--- src/rtl/clat_pkg.sv ---
// ----------------------------------------------------------------------------
// clat_pkg
// Shared widths, character codes and the control and status bundles between
// the tokenizer controller and its datapath.
// ----------------------------------------------------------------------------
package clat_pkg;

    localparam int UNIT_W  = 16;
    localparam int BYTE_W  = 8;
    localparam int COUNT_W = 6;

    localparam int MAX_ARGS_DEF  = 63;
    localparam int SLASH_MAX_DEF = 32;

    localparam logic [UNIT_W-1:0] CH_BLANK     = 16'h0020;
    localparam logic [UNIT_W-1:0] CH_TAB       = 16'h0009;
    localparam logic [UNIT_W-1:0] CH_BACKSLASH = 16'h005C;
    localparam logic [UNIT_W-1:0] CH_QUOTE     = 16'h0022;
    localparam logic [UNIT_W-1:0] CH_ASCII_END = 16'h0080;

    localparam logic [BYTE_W-1:0] BYTE_QUESTION  = 8'h3F;
    localparam logic [BYTE_W-1:0] BYTE_BACKSLASH = 8'h5C;
    localparam logic [BYTE_W-1:0] BYTE_QUOTE     = 8'h22;
    localparam logic [BYTE_W-1:0] BYTE_ZERO      = 8'h00;

    typedef struct packed {
        logic load;
        logic dec_slash;
        logic sel_slash;
        logic sel_byte1;
    } t_dp_cmd;

    typedef struct packed {
        logic new_slash_nz;
        logic new_byte1;
        logic new_zero2;
        logic slash_one;
        logic byte1_vld;
        logic zero2_vld;
    } t_dp_status;

endpackage

--- src/rtl/command_line_argument_tokenizer_core.sv ---
// ----------------------------------------------------------------------------
// command_line_argument_tokenizer_core
// Splits a UTF-16 command line into zero-terminated ASCII arguments.
// ----------------------------------------------------------------------------
// Each accepted code unit produces between zero and SLASH_MAX plus two result
// transfers, one per cycle while i_stall is low: first any pending backslashes,
// then the literal byte or terminator, then a final terminator when the unit
// ends the line. The next unit is taken in the same cycle as the final result
// of the previous one, so the input stalls while a result other than the last
// of a unit is delivered, and while the output is stalled.
module command_line_argument_tokenizer_core #(
    parameter int MAX_ARGS  = clat_pkg::MAX_ARGS_DEF,
    parameter int SLASH_MAX = clat_pkg::SLASH_MAX_DEF
) (
    input  logic                          i_clk,
    input  logic                          i_rst_n,
    input  logic                          i_valid,
    output logic                          o_stall,
    input  logic [clat_pkg::UNIT_W-1:0]   i_code_unit,
    input  logic                          i_last_unit,
    output logic                          o_valid,
    input  logic                          i_stall,
    output logic [clat_pkg::BYTE_W-1:0]   o_out_byte,
    output logic [clat_pkg::COUNT_W-1:0]  o_arg_number,
    output logic                          o_slash_overflow,
    output logic                          o_last_of_run
);

    clat_pkg::t_dp_cmd    cmd;
    clat_pkg::t_dp_status status;

    clat_ctrl u_ctrl (
        .i_clk         (i_clk),
        .i_rst_n       (i_rst_n),
        .i_valid       (i_valid),
        .o_stall       (o_stall),
        .o_valid       (o_valid),
        .i_stall       (i_stall),
        .o_last_of_run (o_last_of_run),
        .o_cmd         (cmd),
        .i_status      (status)
    );

    clat_dp #(
        .MAX_ARGS  (MAX_ARGS),
        .SLASH_MAX (SLASH_MAX)
    ) u_dp (
        .i_clk            (i_clk),
        .i_rst_n          (i_rst_n),
        .i_cmd            (cmd),
        .o_status         (status),
        .i_code_unit      (i_code_unit),
        .i_last_unit      (i_last_unit),
        .o_out_byte       (o_out_byte),
        .o_arg_number     (o_arg_number),
        .o_slash_overflow (o_slash_overflow)
    );

endmodule

--- src/rtl/clat_dp.sv ---
// ----------------------------------------------------------------------------
// clat_dp
// Tokenizer datapath: parser state, decoding of one code unit into a result
// plan (backslash count, optional byte, optional terminator), and the result
// fields.
// ----------------------------------------------------------------------------
module clat_dp #(
    parameter int MAX_ARGS  = clat_pkg::MAX_ARGS_DEF,
    parameter int SLASH_MAX = clat_pkg::SLASH_MAX_DEF
) (
    input  logic                             i_clk,
    input  logic                             i_rst_n,
    input  clat_pkg::t_dp_cmd                i_cmd,
    output clat_pkg::t_dp_status             o_status,
    input  logic [clat_pkg::UNIT_W-1:0]      i_code_unit,
    input  logic                             i_last_unit,
    output logic [clat_pkg::BYTE_W-1:0]      o_out_byte,
    output logic [clat_pkg::COUNT_W-1:0]     o_arg_number,
    output logic                             o_slash_overflow
);

    localparam int CW = clat_pkg::COUNT_W;

    logic          r_inside, n_inside;
    logic          r_quote, n_quote;
    logic [CW-1:0] r_pending, n_pending;
    logic [CW-1:0] r_count, n_count;
    logic          r_stopped, n_stopped;
    logic          r_run_ovf, n_run_ovf;

    logic [CW-1:0]                 r_slash, n_slash;
    logic                          r_byte1_vld, n_byte1_vld;
    logic [clat_pkg::BYTE_W-1:0]   r_byte1, n_byte1;
    logic                          r_zero2, n_zero2;
    logic                          r_ovf, n_ovf;
    logic [CW-1:0]                 r_argn;

    logic        blank, is_bs, is_qt;
    logic [CW:0] count_inc;

    always_comb begin
        blank     = (i_code_unit == clat_pkg::CH_BLANK) || (i_code_unit == clat_pkg::CH_TAB);
        is_bs     = (i_code_unit == clat_pkg::CH_BACKSLASH);
        is_qt     = (i_code_unit == clat_pkg::CH_QUOTE);
        count_inc = {1'b0, r_count} + {{CW{1'b0}}, 1'b1};

        n_inside    = r_inside;
        n_quote     = r_quote;
        n_pending   = r_pending;
        n_count     = r_count;
        n_stopped   = r_stopped;
        n_run_ovf   = r_run_ovf;
        n_slash     = '0;
        n_byte1_vld = 1'b0;
        n_byte1     = clat_pkg::BYTE_ZERO;
        n_zero2     = 1'b0;
        n_ovf       = r_run_ovf;

        if (!r_stopped) begin
            if (!r_inside && !blank) begin
                n_inside  = 1'b1;
                n_quote   = 1'b0;
                n_pending = '0;
                n_run_ovf = 1'b0;
                n_ovf     = 1'b0;
            end
            if (n_inside) begin
                if (is_bs) begin
                    if (n_pending < CW'(SLASH_MAX)) begin
                        n_pending = n_pending + CW'(1);
                    end else begin
                        n_run_ovf = 1'b1;
                        n_ovf     = 1'b1;
                    end
                end else if (is_qt) begin
                    n_slash = n_pending >> 1;
                    if (n_pending[0]) begin
                        n_byte1_vld = 1'b1;
                        n_byte1     = clat_pkg::BYTE_QUOTE;
                    end else begin
                        n_quote = !n_quote;
                    end
                    n_pending = '0;
                    n_run_ovf = 1'b0;
                end else begin
                    n_slash     = n_pending;
                    n_pending   = '0;
                    n_run_ovf   = 1'b0;
                    n_byte1_vld = 1'b1;
                    if (!n_quote && blank) begin
                        n_byte1   = clat_pkg::BYTE_ZERO;
                        n_inside  = 1'b0;
                        n_quote   = 1'b0;
                        n_count   = count_inc[CW-1:0];
                        n_stopped = (count_inc >= (CW+1)'(MAX_ARGS));
                    end else if (i_code_unit < clat_pkg::CH_ASCII_END) begin
                        n_byte1 = i_code_unit[clat_pkg::BYTE_W-1:0];
                    end else begin
                        n_byte1 = clat_pkg::BYTE_QUESTION;
                    end
                end
                if (i_last_unit && n_inside) begin
                    if (is_bs) begin
                        n_slash = n_pending;
                    end
                    n_zero2 = 1'b1;
                end
            end
        end

        if (i_last_unit) begin
            n_inside  = 1'b0;
            n_quote   = 1'b0;
            n_pending = '0;
            n_count   = '0;
            n_stopped = 1'b0;
            n_run_ovf = 1'b0;
        end
    end

    always_ff @(posedge i_clk) begin
        if (!i_rst_n) begin
            r_inside  <= 1'b0;
            r_quote   <= 1'b0;
            r_pending <= '0;
            r_count   <= '0;
            r_stopped <= 1'b0;
            r_run_ovf <= 1'b0;
            r_slash   <= '0;
        end else if (i_cmd.load) begin
            r_inside  <= n_inside;
            r_quote   <= n_quote;
            r_pending <= n_pending;
            r_count   <= n_count;
            r_stopped <= n_stopped;
            r_run_ovf <= n_run_ovf;
            r_slash   <= n_slash;
        end else if (i_cmd.dec_slash) begin
            r_slash <= r_slash - CW'(1);
        end
    end

    always_ff @(posedge i_clk) begin
        if (i_cmd.load) begin
            r_byte1_vld <= n_byte1_vld;
            r_byte1     <= n_byte1;
            r_zero2     <= n_zero2;
            r_ovf       <= n_ovf;
            r_argn      <= r_count;
        end
    end

    assign o_status.new_slash_nz = (n_slash != '0);
    assign o_status.new_byte1    = n_byte1_vld;
    assign o_status.new_zero2    = n_zero2;
    assign o_status.slash_one    = (r_slash == CW'(1));
    assign o_status.byte1_vld    = r_byte1_vld;
    assign o_status.zero2_vld    = r_zero2;

    assign o_out_byte       = i_cmd.sel_slash ? clat_pkg::BYTE_BACKSLASH :
                              i_cmd.sel_byte1 ? r_byte1 : clat_pkg::BYTE_ZERO;
    assign o_arg_number     = r_argn;
    assign o_slash_overflow = r_ovf;

endmodule

--- src/rtl/clat_ctrl.sv ---
// ----------------------------------------------------------------------------
// clat_ctrl
// Tokenizer controller: steps through the backslash run, the optional byte
// and the optional terminator of each code unit, and runs both handshakes.
// ----------------------------------------------------------------------------
module clat_ctrl (
    input  logic                  i_clk,
    input  logic                  i_rst_n,
    input  logic                  i_valid,
    output logic                  o_stall,
    output logic                  o_valid,
    input  logic                  i_stall,
    output logic                  o_last_of_run,
    output clat_pkg::t_dp_cmd     o_cmd,
    input  clat_pkg::t_dp_status  i_status
);

    typedef enum logic [1:0] {
        ST_IDLE,
        ST_SLASH,
        ST_BYTE1,
        ST_BYTE2
    } t_state;

    t_state r_state, n_state, first_state;
    logic   in_xfer, out_xfer, last_res;

    always_comb begin
        unique case (r_state)
            ST_SLASH: last_res = i_status.slash_one && !i_status.byte1_vld
                                 && !i_status.zero2_vld;
            ST_BYTE1: last_res = !i_status.zero2_vld;
            ST_BYTE2: last_res = 1'b1;
            default:  last_res = 1'b0;
        endcase

        o_valid  = (r_state != ST_IDLE);
        o_stall  = !((r_state == ST_IDLE) || (last_res && !i_stall));
        in_xfer  = i_valid && !o_stall;
        out_xfer = o_valid && !i_stall;

        if (i_status.new_slash_nz) begin
            first_state = ST_SLASH;
        end else if (i_status.new_byte1) begin
            first_state = ST_BYTE1;
        end else if (i_status.new_zero2) begin
            first_state = ST_BYTE2;
        end else begin
            first_state = ST_IDLE;
        end

        n_state = r_state;
        if (r_state == ST_IDLE) begin
            if (in_xfer) begin
                n_state = first_state;
            end
        end else if (out_xfer) begin
            if (last_res) begin
                n_state = in_xfer ? first_state : ST_IDLE;
            end else begin
                unique case (r_state)
                    ST_SLASH: begin
                        if (i_status.slash_one) begin
                            n_state = i_status.byte1_vld ? ST_BYTE1 : ST_BYTE2;
                        end
                    end
                    ST_BYTE1: n_state = ST_BYTE2;
                    default:  n_state = r_state;
                endcase
            end
        end

        o_cmd.load      = in_xfer;
        o_cmd.dec_slash = out_xfer && (r_state == ST_SLASH);
        o_cmd.sel_slash = (r_state == ST_SLASH);
        o_cmd.sel_byte1 = (r_state == ST_BYTE1);
        o_last_of_run   = last_res;
    end

    always_ff @(posedge i_clk) begin
        if (!i_rst_n) begin
            r_state <= ST_IDLE;
        end else begin
            r_state <= n_state;
        end
    end

endmodule
--- config.mk ---
export PLATFORM = sky130hd
export DESIGN_NAME = command_line_argument_tokenizer_core
export DESIGN_NICKNAME = d
export VERILOG_FILES = /design/src/rtl/clat_pkg.sv /design/src/rtl/command_line_argument_tokenizer_core.sv /design/src/rtl/clat_dp.sv /design/src/rtl/clat_ctrl.sv
export SDC_FILE = /design/constraint.sdc
export NUM_CORES = 1
export LEC_CHECK = 0
export BUFFER_PORTS_ARGS = -buffer_cell sky130_fd_sc_hd__buf_2
export CORE_ASPECT_RATIO = 0.8
export CORE_UTILIZATION = 45
export DETAILED_ROUTE_END_ITERATION = 8
export PLACE_DENSITY = 0.65
export SYNTH_ARGS = -nofsm -noshare
export SYNTH_HDL_FRONTEND = slang
export SYNTH_SLANG_ARGS = --single-unit
--- constraint.sdc ---
create_clock -name i_clk -period 9.6 [get_ports i_clk]
set_clock_uncertainty 0.05 [all_clocks]
set_input_delay 1.92 -clock i_clk [delete_from_list [all_inputs] [get_ports i_clk]]
set_output_delay 1.92 -clock i_clk [all_outputs]
set_load 0.1 [all_outputs]
==> impl_metrics.json <==
{
  "clkTransAtPathRegs_ps": 90,
  "clkPwrFrac_pct": 19.5,
  "die_y_um": 71.5,
  "first_iter_violations": 274,
  "slew_headroom_pct": 16.7,
  "yosysSeqAreaShare_pct": 36.4,
  "syn_to_final_growth_pct": 13.2,
  "ys_async_sr_fraction_pct": 0,
  "synth_seq_cells": 41,
  "worst-path-buf-inv": 1,
  "synth_edf_count": 17,
  "fp.dieW_um": 88.9,
  "p_leak_nw": 1.15,
  "path_cells": "buf_2, or4_4, or3_1, o21ai_2, and2_2, ha_1, nand4b_1, xnor2_1, o2111ai_1, o211ai_1, nor4_2, nand3_1, o32ai_2",
  "drv_cap": 0,
  "ir_worst_vdd_uv": 110,
  "crit_slowest_cell": "or4_4",
  "cts_resized": 0,
  "rsz0062_at_grt": "false",
  "grt_pass1_vias": 2325,
  "ys_types": 69,
  "ios": 39,
  "first_pass_iters": 4,
  "syn_inst": 316,
  "syn_area_per_cell_sq_um": 8.61,
  "hold_viol": 0,
  "antenna_left": 0,
  "worstSetupPathType": "input port to register",
  "drt-total-wl_mm": 6.56,
  "synthMuxAreaShare_pct": 0.368,
  "cts_max_level": 2,
  "finalSetupViolCount": 0,
  "synth_compound_area_share_pct": 24.3,
  "hold_path.class": "register to register",
  "switchingPower_mw": 0.434,
  "netlist_area_sq_mm": 0.00272,
  "grt_antenna_before_repair": 0,
  "p_sw_share_pct": 53.0,
  "finalCritPeriodShare_pct": 51.3,
  "crit_path_end_kind": "register",
  "n_antenna_cell": 0,
  "synth_fa_ha_area_share_pct": 2.67,
  "numCtsBuffers": 5,
  "p_int_mw": 0.385,
  "final_util_pct": 54.6,
  "tns_ps": 0,
  "hold_buffers": 0,
  "p_per_area_mw_per_mm2": 266,
  "nets": 374,
  "dieArea_sq_mm": 0.00636,
  "portBuffers": 38,
  "max_stage_delay_ps": 560,
  "yosysWarnings": 0,
  "synth_top_family_by_area": "simple AND/OR/NAND/NOR gates",
  "grt_max_degree": 26,
  "start_util_pct": 48.2,
  "clock_latency_ps": 310,
  "grt_overflow": 0,
  "cp_max_fo": 8,
  "postCtsSetupBuffers": 0,
  "synth-main-ff-cell": "dfxtp_1",
  "worstMarginPinSlew_ps": 1220,
  "cp_top_family": "simple AND/OR/NAND/NOR gates",
  "syn-num-nets": 342,
  "pwr-share-seq_pct": 28.7,
  "outcome": "finished, final reports clean",
  "core_sq_mm": 0.00565,
  "period_minus_slack_ps": 4920,
  "routedWlPerCell_um": 15.4,
  "synthSimpleGateAreaFrac_pct": 29.8,
  "max_freq_mhz": 203,
  "clock-root-buffer": "clkbuf_8",
  "drive_gt1_share_pct": 18.9,
  "combPwrFrac_pct": 51.8,
  "clock_path_buffers": 2,
  "place_congestion": 0.914,
  "cts_tree": "yes",
  "cp_data_arrival_time_ps": 5100,
  "slew_viol_final": 0,
  "worstPathRequired_ps": 9770,
  "start_kind": "input port",
  "drc_errors": 0,
  "grt_pass1_wl_mm": 10.8,
  "synthXorXnorAreaFrac_pct": 2.58,
  "viasPerCell": 5.90,
  "clock-sinks": 41,
  "grt_usage_pct": 22.3,
  "hpwl_mm": 4.83,
  "rows": 24,
  "vias": 2518
}
==> registers in the layout (all words and copies together) (netlist names) <==
| register | count |
|---|---|
| u_dp.o_arg_number | 6 |
| u_dp.r_inside | 1 |
| u_dp.r_slash | 6 |
| u_ctrl.r_state | 2 |
| u_dp.r_byte1 | 8 |
| u_dp.r_pending | 6 |
| u_dp.r_count | 6 |
| u_dp.r_zero2 | 1 |
| u_dp.r_byte1_vld | 1 |
| u_dp.r_quote | 1 |
| u_dp.r_stopped | 1 |
| u_dp.r_run_ovf | 1 |
| u_dp.o_slash_overflow | 1 |
==> synthesized netlist by cell type, drive strengths merged (5+ instances only) <==
library cell,n,area [sq um]
a21boi,8,60.1
a21oi,15,78.8
and2,12,76.3
clkbuf,11,41.3
dfxtp,24,480
edfxtp,17,510
ha,5,62.6
inv,11,41.3
nand2,36,138
nand3,11,55.1
nor2,24,90.1
nor2b,8,50.1
nor3,6,35.0
nor4,9,98.8
o211a,7,70.1
o211ai,6,45.0
o21a,5,37.5
o21ai,27,143
or3,6,37.5
==> final timing paths <==
kind                                              startpoint                             end  slack (ps)  cells past startpoint
worst max register to register  u_dp.r_slash[2]$_SDFFE_PN0P_  u_dp.r_pending[4]$_SDFFE_PN0P_        6580                      8
worst max-delay path                         i_code_unit[13]  u_ctrl.r_state[1]$_SDFFE_PN0P_        4680                     13
worst min register to register  u_dp.r_count[5]$_SDFFE_PN0P_  u_dp.o_arg_number[5]$_DFFE_PP_         470                      0
worst min-delay path            u_dp.r_count[5]$_SDFFE_PN0P_  u_dp.o_arg_number[5]$_DFFE_PP_         470                      0
==> power by group through the flow <==
stage                     Combinational, mW  Sequential, mW  Clock (mW)
final                                 0.424           0.235       0.159
after global placement                0.423           0.239           0
after CTS                             0.426           0.235       0.162
after detailed placement              0.424           0.239           0
after floorplan                       0.317           0.281           0
after global routing                  0.453           0.239       0.169
==> metal layers <==
| metal | wire length, um | up-vias | global-route usage [%] |
|---|---|---|---|
| li1 | - | 1240 | - |
| met1 | 3290 | 1161 | 32.4 |
| met2 | 2680 | 108 | 32.0 |
| met3 | 537 | 9 | 7.03 |
| met4 | 63 | 0 | 5.56 |
| met5 | 0 | - | 0 |
==> layout by cell type, fill, tap and decap left out, drive strengths merged, types with 5 or more instances in the layout <==
| cell | Yosys | routed |
|---|---|---|
| clkbuf | 11 | 6 |
| or3 | 6 | 6 |
| o21a | 5 | 5 |
| nand2 | 36 | 36 |
| inv | 11 | 12 |
| dfxtp | 24 | 24 |
| edfxtp | 17 | 17 |
| o21ai | 27 | 27 |
| nand3 | 11 | 11 |
| nor4 | 9 | 9 |
| a21oi | 15 | 15 |
| buf | 2 | 38 |
| o211ai | 6 | 6 |
| nor3 | 6 | 6 |
| nor2b | 8 | 8 |
| nor2 | 24 | 24 |
| o211a | 7 | 7 |
| a21boi | 8 | 8 |
| and2 | 12 | 12 |
| ha | 5 | 5 |
==> through the flow <==
stage	cells	setup slack, ps	hold WS, ps	power, mW	cell area (sq um)
finish	427	4680	474	0.819	3080
global route	427	4380	482	0.861	3080
CTS	427	4700	474	0.823	3080
detailed placement	419	4390	452	0.664	2950
global placement	419	4450	439	0.662	2950
floorplan	316	4430	389	0.598	2720
==> kinds of logic after synthesis <==
| kind of cell | after synthesis |
|---|---|
| and+or+nand+nor | 141 |
| muxes | 1 |
| DFF | 41 |
| buffers and inverters | 24 |
| adders and majority gates | 6 |
| xor gates and xnor gates | 8 |
| other | 1 |
| AOI/OAI and AO/OA | 94 |
==> final cells by class <==
cell class | instances | area [sq um]
fill | 545 | 2560
tap | 78 | 97.6
inverter | 11 | 41.3
clock inverter | 2 | 38.8
timing repair buffer | 38 | 190
sequential | 41 | 991
multi-input combinational | 251 | 1630
clock buffer | 6 | 93.8
Power figures use the tool's default switching activity.
